$ cat src/hdl/chbd_pkg.sv
// ---------------------------------------------------------------------------
// chbd_pkg: shared types and constants for the chunked body decoder
// Size width, character codes, phase and error codes, and the classified
// item that travels from the front end to the back end.
// ---------------------------------------------------------------------------
`default_nettype none

package chbd_pkg;

    // Width of the chunk size accumulator and remaining-byte counter
    localparam int SIZE_BITS = 32;

    // Hex digit width and radix
    localparam int DIGIT_BITS = 4;
    localparam int HEX_RADIX  = 16;
    localparam int DEC_DIGITS = 10;

    // Character codes
    localparam logic [7:0] CH_CR   = 8'd13;
    localparam logic [7:0] CH_LF   = 8'd10;
    localparam logic [7:0] CH_SEMI = 8'h3B;  // ';'
    localparam logic [7:0] CH_ZERO = 8'h30;  // '0'
    localparam logic [7:0] CH_LA   = 8'h61;  // 'a'
    localparam logic [7:0] CH_UA   = 8'h41;  // 'A'

    // Input operations
    localparam logic OP_DATA = 1'b0;
    localparam logic OP_EOS  = 1'b1;

    // Parser phase
    typedef enum logic [2:0] {
        PH_DIGITS  = 3'd0,
        PH_EXT     = 3'd1,
        PH_DATA    = 3'd2,
        PH_CRLF    = 3'd3,
        PH_TRAILER = 3'd4,
        PH_DONE    = 3'd5
    } t_phase;

    // Error codes
    typedef enum logic [2:0] {
        ERR_NONE       = 3'd0,
        ERR_EMPTY_SIZE = 3'd1,
        ERR_BAD_SIZE   = 3'd2,
        ERR_FRAMING    = 3'd3,
        ERR_AFTER_END  = 3'd4,
        ERR_INCOMPLETE = 3'd5
    } t_err;

    // Classified item handed from front to back
    typedef struct packed {
        logic                  is_eos;
        logic [7:0]            data_byte;
        logic                  is_cr;
        logic                  is_lf;
        logic                  is_semi;
        logic                  hex_ok;
        logic [DIGIT_BITS-1:0] hex_val;
    } t_cls_item;

    // Push side of the item queue
    typedef struct packed {
        logic      valid;
        t_cls_item item;
    } t_push;

    // Pop side of the item queue
    typedef struct packed {
        logic      valid;
        t_cls_item item;
    } t_pop;

endpackage

`default_nettype wire

$ cat src/hdl/chbd_ifs.sv
// ---------------------------------------------------------------------------
// chbd_ifs: stream channels of the chunked body decoder
// Input channel carries a byte or end-of-stream event; output channel
// carries one result per input transfer.
// ---------------------------------------------------------------------------
`default_nettype none

interface chbd_in_if;
    logic       valid;
    logic       ready;
    logic       operation;
    logic [7:0] data_byte;

    modport source (output valid, output operation, output data_byte, input ready);
    modport sink   (input valid, input operation, input data_byte, output ready);
endinterface

interface chbd_out_if;
    logic       valid;
    logic       ready;
    logic       payload_valid;
    logic [7:0] payload_byte;
    logic       body_complete;
    logic [2:0] error_code;

    modport source (output valid, output payload_valid, output payload_byte,
                    output body_complete, output error_code, input ready);
    modport sink   (input valid, input payload_valid, input payload_byte,
                    input body_complete, input error_code, output ready);
endinterface

`default_nettype wire

$ cat src/hdl/chbd_front.sv
// ---------------------------------------------------------------------------
// chbd_front: input front end
// Accepts input transfers while the queue has room and classifies each
// byte (CR, LF, ';', hex digit value).
// ---------------------------------------------------------------------------
`default_nettype none

module chbd_front (
    chbd_in_if.sink          i_in,
    input  logic             i_full,
    output chbd_pkg::t_push  o_push
);

    logic [7:0] w_b;

    assign w_b       = i_in.data_byte;
    assign i_in.ready = !i_full;

    // Classify the byte
    always_comb begin
        o_push.valid          = i_in.valid && !i_full;
        o_push.item.is_eos    = (i_in.operation == chbd_pkg::OP_EOS);
        o_push.item.data_byte = w_b;
        o_push.item.is_cr     = (w_b == chbd_pkg::CH_CR);
        o_push.item.is_lf     = (w_b == chbd_pkg::CH_LF);
        o_push.item.is_semi   = (w_b == chbd_pkg::CH_SEMI);
        o_push.item.hex_ok    = 1'b1;
        o_push.item.hex_val   = '0;
        if (w_b inside {[8'h30:8'h39]}) begin
            o_push.item.hex_val = chbd_pkg::DIGIT_BITS'(w_b - chbd_pkg::CH_ZERO);
        end else if (w_b inside {[8'h61:8'h66]}) begin
            o_push.item.hex_val = chbd_pkg::DIGIT_BITS'(w_b - chbd_pkg::CH_LA
                                  + 8'(chbd_pkg::DEC_DIGITS));
        end else if (w_b inside {[8'h41:8'h46]}) begin
            o_push.item.hex_val = chbd_pkg::DIGIT_BITS'(w_b - chbd_pkg::CH_UA
                                  + 8'(chbd_pkg::DEC_DIGITS));
        end else begin
            o_push.item.hex_ok = 1'b0;
        end
    end

endmodule

`default_nettype wire

$ cat src/hdl/chbd_queue.sv
// ---------------------------------------------------------------------------
// chbd_queue: two-entry item queue
// Decouples the front end from the back end so either side can stall.
// ---------------------------------------------------------------------------
`default_nettype none

module chbd_queue (
    input  logic             i_clk,
    input  logic             i_rst_n,
    input  chbd_pkg::t_push  i_push,
    input  logic             i_pop,
    output logic             o_full,
    output chbd_pkg::t_pop   o_pop
);

    chbd_pkg::t_cls_item r_mem [2];
    logic                r_wr_ptr;
    logic                r_rd_ptr;
    logic [1:0]          r_count;
    logic                w_do_pop;

    assign o_full     = (r_count == 2'd2);
    assign o_pop.valid = (r_count != 2'd0);
    assign o_pop.item  = r_mem[r_rd_ptr];
    assign w_do_pop    = i_pop && o_pop.valid;

    // Storage
    always_ff @(posedge i_clk) begin
        if (i_push.valid) begin
            r_mem[r_wr_ptr] <= i_push.item;
        end
    end

    // Pointers and fill count
    always_ff @(posedge i_clk) begin
        if (!i_rst_n) begin
            r_wr_ptr <= 1'b0;
            r_rd_ptr <= 1'b0;
            r_count  <= 2'd0;
        end else begin
            if (i_push.valid) r_wr_ptr <= !r_wr_ptr;
            if (w_do_pop)     r_rd_ptr <= !r_rd_ptr;
            r_count <= r_count + 2'(i_push.valid) - 2'(w_do_pop);
        end
    end

endmodule

`default_nettype wire

$ cat src/hdl/chbd_back.sv
// ---------------------------------------------------------------------------
// chbd_back: parser back end
// Runs the chunk framing state machine on one queued item per cycle while
// the output keeps up; each result waits in the output register until taken.
// ---------------------------------------------------------------------------
`default_nettype none

module chbd_back (
    input  logic             i_clk,
    input  logic             i_rst_n,
    input  chbd_pkg::t_pop   i_pop,
    output logic             o_pop,
    chbd_out_if.source       o_out
);

    localparam int SB = chbd_pkg::SIZE_BITS;
    localparam int DB = chbd_pkg::DIGIT_BITS;

    chbd_pkg::t_phase r_phase,  n_phase;
    logic [SB-1:0]    r_chunk,  n_chunk;
    logic             r_crp,    n_crp;
    logic             r_seen,   n_seen;
    logic             r_inval,  n_inval;
    logic             r_ffok,   n_ffok;
    logic             r_tnon,   n_tnon;
    chbd_pkg::t_err   r_err,    n_err;

    logic             r_out_valid;
    logic             r_pv;
    logic [7:0]       r_pbyte;
    logic             r_done;
    chbd_pkg::t_err   r_oerr;

    logic             n_pv;
    logic [7:0]       n_pbyte;
    logic             w_step;
    chbd_pkg::t_cls_item w_it;

    assign w_it   = i_pop.item;
    assign o_pop  = !r_out_valid || o_out.ready;
    assign w_step = i_pop.valid && o_pop;

    assign o_out.valid         = r_out_valid;
    assign o_out.payload_valid = r_pv;
    assign o_out.payload_byte  = r_pbyte;
    assign o_out.body_complete = r_done;
    assign o_out.error_code    = r_oerr;

    // Parser state register
    always_ff @(posedge i_clk) begin
        if (!i_rst_n) begin
            r_phase <= chbd_pkg::PH_DIGITS;
            r_chunk <= '0;
            r_crp   <= 1'b0;
            r_seen  <= 1'b0;
            r_inval <= 1'b0;
            r_ffok  <= 1'b0;
            r_tnon  <= 1'b0;
            r_err   <= chbd_pkg::ERR_NONE;
        end else if (w_step) begin
            r_phase <= n_phase;
            r_chunk <= n_chunk;
            r_crp   <= n_crp;
            r_seen  <= n_seen;
            r_inval <= n_inval;
            r_ffok  <= n_ffok;
            r_tnon  <= n_tnon;
            r_err   <= n_err;
        end
    end

    // Next state for one item
    always_comb begin
        n_phase = r_phase;
        n_chunk = r_chunk;
        n_crp   = r_crp;
        n_seen  = r_seen;
        n_inval = r_inval;
        n_ffok  = r_ffok;
        n_tnon  = r_tnon;
        n_err   = r_err;
        n_pv    = 1'b0;
        n_pbyte = '0;
        if (r_err == chbd_pkg::ERR_NONE) begin
            if (w_it.is_eos) begin
                if (r_phase != chbd_pkg::PH_DONE) n_err = chbd_pkg::ERR_INCOMPLETE;
            end else begin
                case (r_phase)
                    chbd_pkg::PH_DIGITS, chbd_pkg::PH_EXT: begin
                        if (r_crp && w_it.is_lf) begin
                            if (!r_seen) begin
                                n_err = chbd_pkg::ERR_EMPTY_SIZE;
                            end else if (r_inval) begin
                                n_err = chbd_pkg::ERR_BAD_SIZE;
                            end else if (r_chunk == '0) begin
                                n_crp   = 1'b0;
                                n_tnon  = 1'b0;
                                n_phase = chbd_pkg::PH_TRAILER;
                            end else begin
                                n_crp   = 1'b0;
                                n_phase = chbd_pkg::PH_DATA;
                            end
                        end else begin
                            // Held CR turned out to be a plain line character
                            if (r_crp && r_phase == chbd_pkg::PH_DIGITS) begin
                                n_seen  = 1'b1;
                                n_inval = 1'b1;
                            end
                            n_crp = w_it.is_cr;
                            if (!w_it.is_cr && r_phase == chbd_pkg::PH_DIGITS) begin
                                if (w_it.is_semi) begin
                                    n_phase = chbd_pkg::PH_EXT;
                                end else begin
                                    n_seen = 1'b1;
                                    if (!n_inval) begin
                                        if (!w_it.hex_ok || r_chunk[SB-1 -: DB] != '0) begin
                                            n_inval = 1'b1;
                                        end else begin
                                            n_chunk = {r_chunk[SB-DB-1:0], w_it.hex_val};
                                        end
                                    end
                                end
                            end
                        end
                    end
                    chbd_pkg::PH_DATA: begin
                        n_pv    = 1'b1;
                        n_pbyte = w_it.data_byte;
                        n_chunk = r_chunk - SB'(1);
                        if (r_chunk == SB'(1)) begin
                            n_ffok  = 1'b0;
                            n_crp   = 1'b0;
                            n_phase = chbd_pkg::PH_CRLF;
                        end
                    end
                    chbd_pkg::PH_CRLF: begin
                        if (!r_crp) begin
                            n_ffok = w_it.is_cr;
                            n_crp  = 1'b1;
                        end else if (r_ffok && w_it.is_lf) begin
                            n_phase = chbd_pkg::PH_DIGITS;
                            n_chunk = '0;
                            n_crp   = 1'b0;
                            n_seen  = 1'b0;
                            n_inval = 1'b0;
                        end else begin
                            n_err = chbd_pkg::ERR_FRAMING;
                        end
                    end
                    chbd_pkg::PH_TRAILER: begin
                        if (r_crp && w_it.is_lf) begin
                            n_crp = 1'b0;
                            if (!r_tnon) n_phase = chbd_pkg::PH_DONE;
                            n_tnon = 1'b0;
                        end else begin
                            n_crp = w_it.is_cr;
                            if (r_crp || !w_it.is_cr) n_tnon = 1'b1;
                        end
                    end
                    chbd_pkg::PH_DONE: begin
                        n_err = chbd_pkg::ERR_AFTER_END;
                    end
                    default: begin
                    end
                endcase
            end
        end
        if (n_err != chbd_pkg::ERR_NONE) begin
            n_pv    = 1'b0;
            n_pbyte = '0;
        end
    end

    // Output register handshake
    always_ff @(posedge i_clk) begin
        if (!i_rst_n) begin
            r_out_valid <= 1'b0;
        end else if (o_pop) begin
            r_out_valid <= i_pop.valid;
        end
    end

    // Result payload
    always_ff @(posedge i_clk) begin
        if (w_step) begin
            r_pv    <= n_pv;
            r_pbyte <= n_pbyte;
            r_done  <= (n_phase == chbd_pkg::PH_DONE);
            r_oerr  <= n_err;
        end
    end

endmodule

`default_nettype wire

$ cat src/hdl/http_chunked_body_decoder.sv
// ---------------------------------------------------------------------------
// http_chunked_body_decoder: HTTP/1.1 chunked body decoder
// Parses chunk-size lines, passes chunk data, checks framing and trailers.
// ---------------------------------------------------------------------------
// Every input transfer (a body byte or an end-of-stream event) yields exactly
// one result transfer carrying payload_valid/payload_byte, body_complete and
// a sticky error_code. The block takes one item per clock cycle when the
// output side keeps up. Each item waits in the two-entry item queue, and its
// result is held in the output register until it is taken. While the output
// is stalled, two items wait in the queue behind the held result before the
// input stops accepting. The rate is set by the back end's parser update,
// which applies one hex digit shift-and-add or one data-count decrement per
// item.
// ---------------------------------------------------------------------------
`default_nettype none

module http_chunked_body_decoder (
    input  logic        i_clk,
    input  logic        i_rst_n,
    chbd_in_if.sink     i_in,
    chbd_out_if.source  o_out
);

    chbd_pkg::t_push w_push;
    chbd_pkg::t_pop  w_pop_data;
    logic            w_full;
    logic            w_pop;

    // Front end: accept and classify
    chbd_front u_front (
        .i_in   (i_in),
        .i_full (w_full),
        .o_push (w_push)
    );

    // Item queue between front and back
    chbd_queue u_queue (
        .i_clk   (i_clk),
        .i_rst_n (i_rst_n),
        .i_push  (w_push),
        .i_pop   (w_pop),
        .o_full  (w_full),
        .o_pop   (w_pop_data)
    );

    // Back end: parser and result register
    chbd_back u_back (
        .i_clk   (i_clk),
        .i_rst_n (i_rst_n),
        .i_pop   (w_pop_data),
        .o_pop   (w_pop),
        .o_out   (o_out)
    );

endmodule

`default_nettype wire

$ cat src/flat_wrapper.sv
// flat-port wrapper written by rule: the top's interface ports become plain ports
module http_chunked_body_decoder_flat 
  (i_clk, i_rst_n, i_in_valid, i_in_operation, i_in_data_byte, i_in_ready, o_out_valid, o_out_payload_valid, o_out_payload_byte, o_out_body_complete, o_out_error_code, o_out_ready);
  chbd_in_if i_in_i ();
  chbd_out_if o_out_i ();
  input  logic i_clk;
  input  logic i_rst_n;
  input wire logic [$bits(i_in_i.valid)-1:0] i_in_valid;
  input wire logic [$bits(i_in_i.operation)-1:0] i_in_operation;
  input wire logic [$bits(i_in_i.data_byte)-1:0] i_in_data_byte;
  output wire logic [$bits(i_in_i.ready)-1:0] i_in_ready;
  output wire logic [$bits(o_out_i.valid)-1:0] o_out_valid;
  output wire logic [$bits(o_out_i.payload_valid)-1:0] o_out_payload_valid;
  output wire logic [$bits(o_out_i.payload_byte)-1:0] o_out_payload_byte;
  output wire logic [$bits(o_out_i.body_complete)-1:0] o_out_body_complete;
  output wire logic [$bits(o_out_i.error_code)-1:0] o_out_error_code;
  input wire logic [$bits(o_out_i.ready)-1:0] o_out_ready;
  assign i_in_i.valid = i_in_valid;
  assign i_in_i.operation = i_in_operation;
  assign i_in_i.data_byte = i_in_data_byte;
  assign i_in_ready = i_in_i.ready;
  assign o_out_valid = o_out_i.valid;
  assign o_out_payload_valid = o_out_i.payload_valid;
  assign o_out_payload_byte = o_out_i.payload_byte;
  assign o_out_body_complete = o_out_i.body_complete;
  assign o_out_error_code = o_out_i.error_code;
  assign o_out_i.ready = o_out_ready;
  http_chunked_body_decoder u_core (.i_clk(i_clk), .i_rst_n(i_rst_n), .i_in(i_in_i), .o_out(o_out_i));
endmodule
$ cat config.mk
export PLATFORM = sky130hd
export DESIGN_NAME = http_chunked_body_decoder_flat
export DESIGN_NICKNAME = d
export VERILOG_FILES = /design/src/hdl/chbd_pkg.sv /design/src/hdl/chbd_ifs.sv /design/src/hdl/chbd_front.sv /design/src/hdl/chbd_queue.sv /design/src/hdl/chbd_back.sv /design/src/hdl/http_chunked_body_decoder.sv /design/src/flat_wrapper.sv
export SDC_FILE = /design/constraint.sdc
export NUM_CORES = 1
export LEC_CHECK = 0
export ABC_AREA = 1
export BUFFER_PORTS_ARGS = -buffer_cell sky130_fd_sc_hd__buf_4
export CAP_MARGIN = 40
export CORE_ASPECT_RATIO = 1.75
export CORE_MARGIN = 4
export CORE_UTILIZATION = 35
export DETAILED_ROUTE_END_ITERATION = 16
export REMOVE_ABC_BUFFERS = 1
export SKIP_CTS_REPAIR_TIMING = 1
export SYNTH_ARGS = -nofsm -noshare
export SYNTH_HDL_FRONTEND = slang
export SYNTH_SLANG_ARGS = --single-unit
$ cat constraint.sdc
create_clock -name i_clk -period 3.3 [get_ports i_clk]
set_input_delay 0.66 -clock i_clk [delete_from_list [all_inputs] [get_ports i_clk]]
set_output_delay 0.66 -clock i_clk [all_outputs]
set_load 0.1 [all_outputs]
==> results by group <==
Cells and area
  • Most common cell after layout, fill and taps aside: nand2_1
  • Most frequent cells in the layout: nand2_1, nor2_1, inv_1
  • Layout Nets: 844
  • Area Growth Syn to Fin: 12.38%
  • Layout cells sized above 1: 8.706%
  • Ant. Diodes: 0

Global route
  • GRT overflow: 0
  • Initial antenna violation count: 0
  • Vias in the first global route: 4868
  • Largest net degree at the start of global routing: 42
  • First-pass GRT wire length: 23540 µm
  • Total global-route track usage: 16.58%

Logic synthesis
  • Seq/Total Area, Yosys: 43.03%
  • Gate Count Post-Synth: 797
  • Avg Cell Area, Syn: 6.975 µm²
  • Synth Register Bits: 96
  • Netlist cell types: 36
  • Ys async rst share: 0%
  • Main flop type after synthesis: dfxtp_1
  • Ys Warns: 0
  • Post-synth EDFFs: 47
  • Post-synthesis cell area: 5559 µm²

Clocking
  • CTS tree: yes
  • Clk sinks: 96
  • Max clock buf depth: 2
  • Clk_lat worst skew: 0.34 ns
  • Clock Root Buffer: clkbuf_16
  • CTS HTree Levels: 3
  • Worst-path clk slew: 0.07 ns
  • Inserted Clock Buffers: 9

Die
  • Die Span Y: 174.7 µm
  • Std cell rows: 60
  • Die Wd: 103.3 µm
  • Die Area: 18040 µm²
  • I/O pin count: 28
  • Initial core utilization: 35.95%
  • Core box area: 15460 µm²

Setup path
  • Max FO, Critical Path: 41
  • Startpoint types: flop
  • Critical path's largest stage delay: 0.44 ns
  • Crit. End Element: flop
  • Worst Reg-to-Reg Cells: 11
  • Bufs and invs on worst path: 4
  • Crit Path Category: flop to flop
  • CP required: 3.58 ns
  • Slowest cell on the critical path: nand3_4
  • Crit-path cells: buf_4 -> inv_2 -> nand2_1 -> a21oi_1 -> nand2_1 -> o21ai_2 -> buf_4 -> nand3_4 -> inv_1 -> nor2_1 -> nor2_1
  • Crit path max-delay family: buffers and inverters
  • Reg2reg end: u_core.u_back.r_chunk[2]$_SDFFE_PN0P_
  • Register-to-register setup slack: 0.92 ns
  • WP data arrival: 2.65 ns

STA
  • Setup Skew: 0.009069 ns
  • Worst-Margin Slew: 0.5642 ns
  • Highest clock rate: 420.4 MHz
  • Slew Limit Fails: 0
  • Final min period: 2.379 ns
  • Crit share post-route: 72.09%
  • Setup TNS: 0 ns
  • Slew HR: 62.34%
  • RSZ-0062 raised after global routing: false
  • Final setup fails: 0
  • Final hold violation count: 0

Place
  • IO Port Bufs: 27
  • GP Congestion: 0.8622
  • DP HPWL: 10400 µm

Hold path
  • Hold Path Cell Cnt: 1
  • Hold Crit Class: flop to flop
  • HP Start: u_core.u_queue.r_rd_ptr$_SDFFE_PN0P_
  • Min-Delay Endpoint: u_core.u_queue.r_rd_ptr$_SDFFE_PN0P_

Drt
  • Residual DRC: 0
  • Via count: 5034
  • Wire per inst: 14.00 µm
  • Final wirelength: 14180 µm
  • Drt first pass iters: 4
  • DRT antenna net count: 0
  • Via density: 4.969
  • Iteration-0 DRC Markers: 290

Outcome
  • Status: complete, no violations

Job
  • Maximum capacitance violations: 0
[layout make-up]
type | instances | area [µm²]
Sequential cell | 96 | 2392
Tap cell | 186 | 232.7
Fill cell | 1663 | 9218
Clock buffer | 9 | 225.2
Timing Repair Buffer | 38 | 285.3
Inverter | 84 | 315.3
Clock inverter | 7 | 83.83
Multi-Input combinational cell | 593 | 2713
[worst max path at each step]
stage | startpoint | end | slack, ns | cells after the start
after floorplan | u_core.u_back.o_out.valid$_SDFFE_PN0P_ | u_core.u_queue.r_count[1]$_SDFF_PN0_ | 0.38 | 9
after global placement | o_out_ready | u_core.u_back.r_chunk[0]$_SDFFE_PN0P_ | 0.88 | 11
after detailed placement | o_out_ready | u_core.u_back.r_chunk[1]$_SDFFE_PN0P_ | 0.90 | 11
after CTS | flop | u_core.u_back.r_chunk[1]$_SDFFE_PN0P_ | 0.87 | 11
after global routing | flop | u_core.u_back.r_chunk[0]$_SDFFE_PN0P_ | 0.63 | 11
final | flop | u_core.u_back.r_chunk[2]$_SDFFE_PN0P_ | 0.92 | 11
[through the flow]
step	instance area, µm²	setup slack [ns]	utilization [%]	std cells	hold WS, ns
after floorplan	5420	0.3814	-	773	0.4255
after global placement	5938	0.8767	38.40	997	0.4373
after detailed placement	5938	0.8974	38.40	997	0.4450
after CTS	6247	0.8672	40.40	1013	0.4554
after global routing	6247	0.6327	40.40	1013	0.4975
final	6247	0.9212	40.40	1013	0.4541
[cell usage after synthesis, types with 6 or more instances]
| cell type | instances | area (µm²) |
|---|---|---|
| nand2_1 | 229 | 859.6 |
| nor2_1 | 181 | 679.4 |
| inv_1 | 78 | 292.8 |
| dfxtp_1 | 49 | 980.9 |
| edfxtp_1 | 47 | 1411 |
| nand3_1 | 34 | 170.2 |
| a21oi_1 | 27 | 135.1 |
| nand4_1 | 25 | 156.4 |
| o21ai_0 | 22 | 110.1 |
| xor2_1 | 19 | 166.4 |
| buf_2 | 9 | 45.04 |
| clkbuf_1 | 9 | 33.78 |
| ha_1 | 9 | 112.6 |
| nor3_1 | 8 | 40.04 |
| o22ai_1 | 6 | 37.54 |
[worst register-to-register path, cell delays in order (launching register included)]
cell,delay (ns)
dfxtp_1,0.30
buf_4,0.19
inv_2,0.25
nand2_1,0.09
a21oi_1,0.18
nand2_1,0.08
o21ai_2,0.11
buf_4,0.28
nand3_4,0.44
inv_1,0.25
nor2_1,0.06
nor2_1,0.09
[layer usage]
metal,global-route usage [%],vias to the layer above,routed length (µm)
li1,-,2598,-
met1,17.23,2302,5363
met2,31.51,95,7881
met3,1.798,39,381
met4,8.104,0,554
met5,0,-,0
[cell families (layout without fill, tap and decap cells)]
kind of cell / Yosys count / after routing / share of synthesized area [%]
AO/OA/AOI/OAI: 72 / 72 / 7.270
flip-flops: 96 / 96 / 43.03
XOR/XNOR: 19 / 19 / 2.993
buffers and inverters: 108 / 138 / 8.170
adder cells (fa/ha/maj): 9 / 9 / 2.026
AND/OR/NAND/NOR: 493 / 493 / 36.51
[flip-flops by register name, indices dropped and copies added, names as in the netlist, 2 cells and up, named ones only]
name and cells:
u_core.u_back.o_out.payload_byte 8, u_core.u_queue.r_count 2, u_core.u_back.r_phase 3, u_core.u_back.r_err 3, u_core.u_back.o_out.error_code 3, u_core.u_queue.r_mem 34
u_core.u_back.r_chunk 32
Power is not shown: default switching activity piles up to over one toggle a cycle in this logic, so the estimate is an artifact.
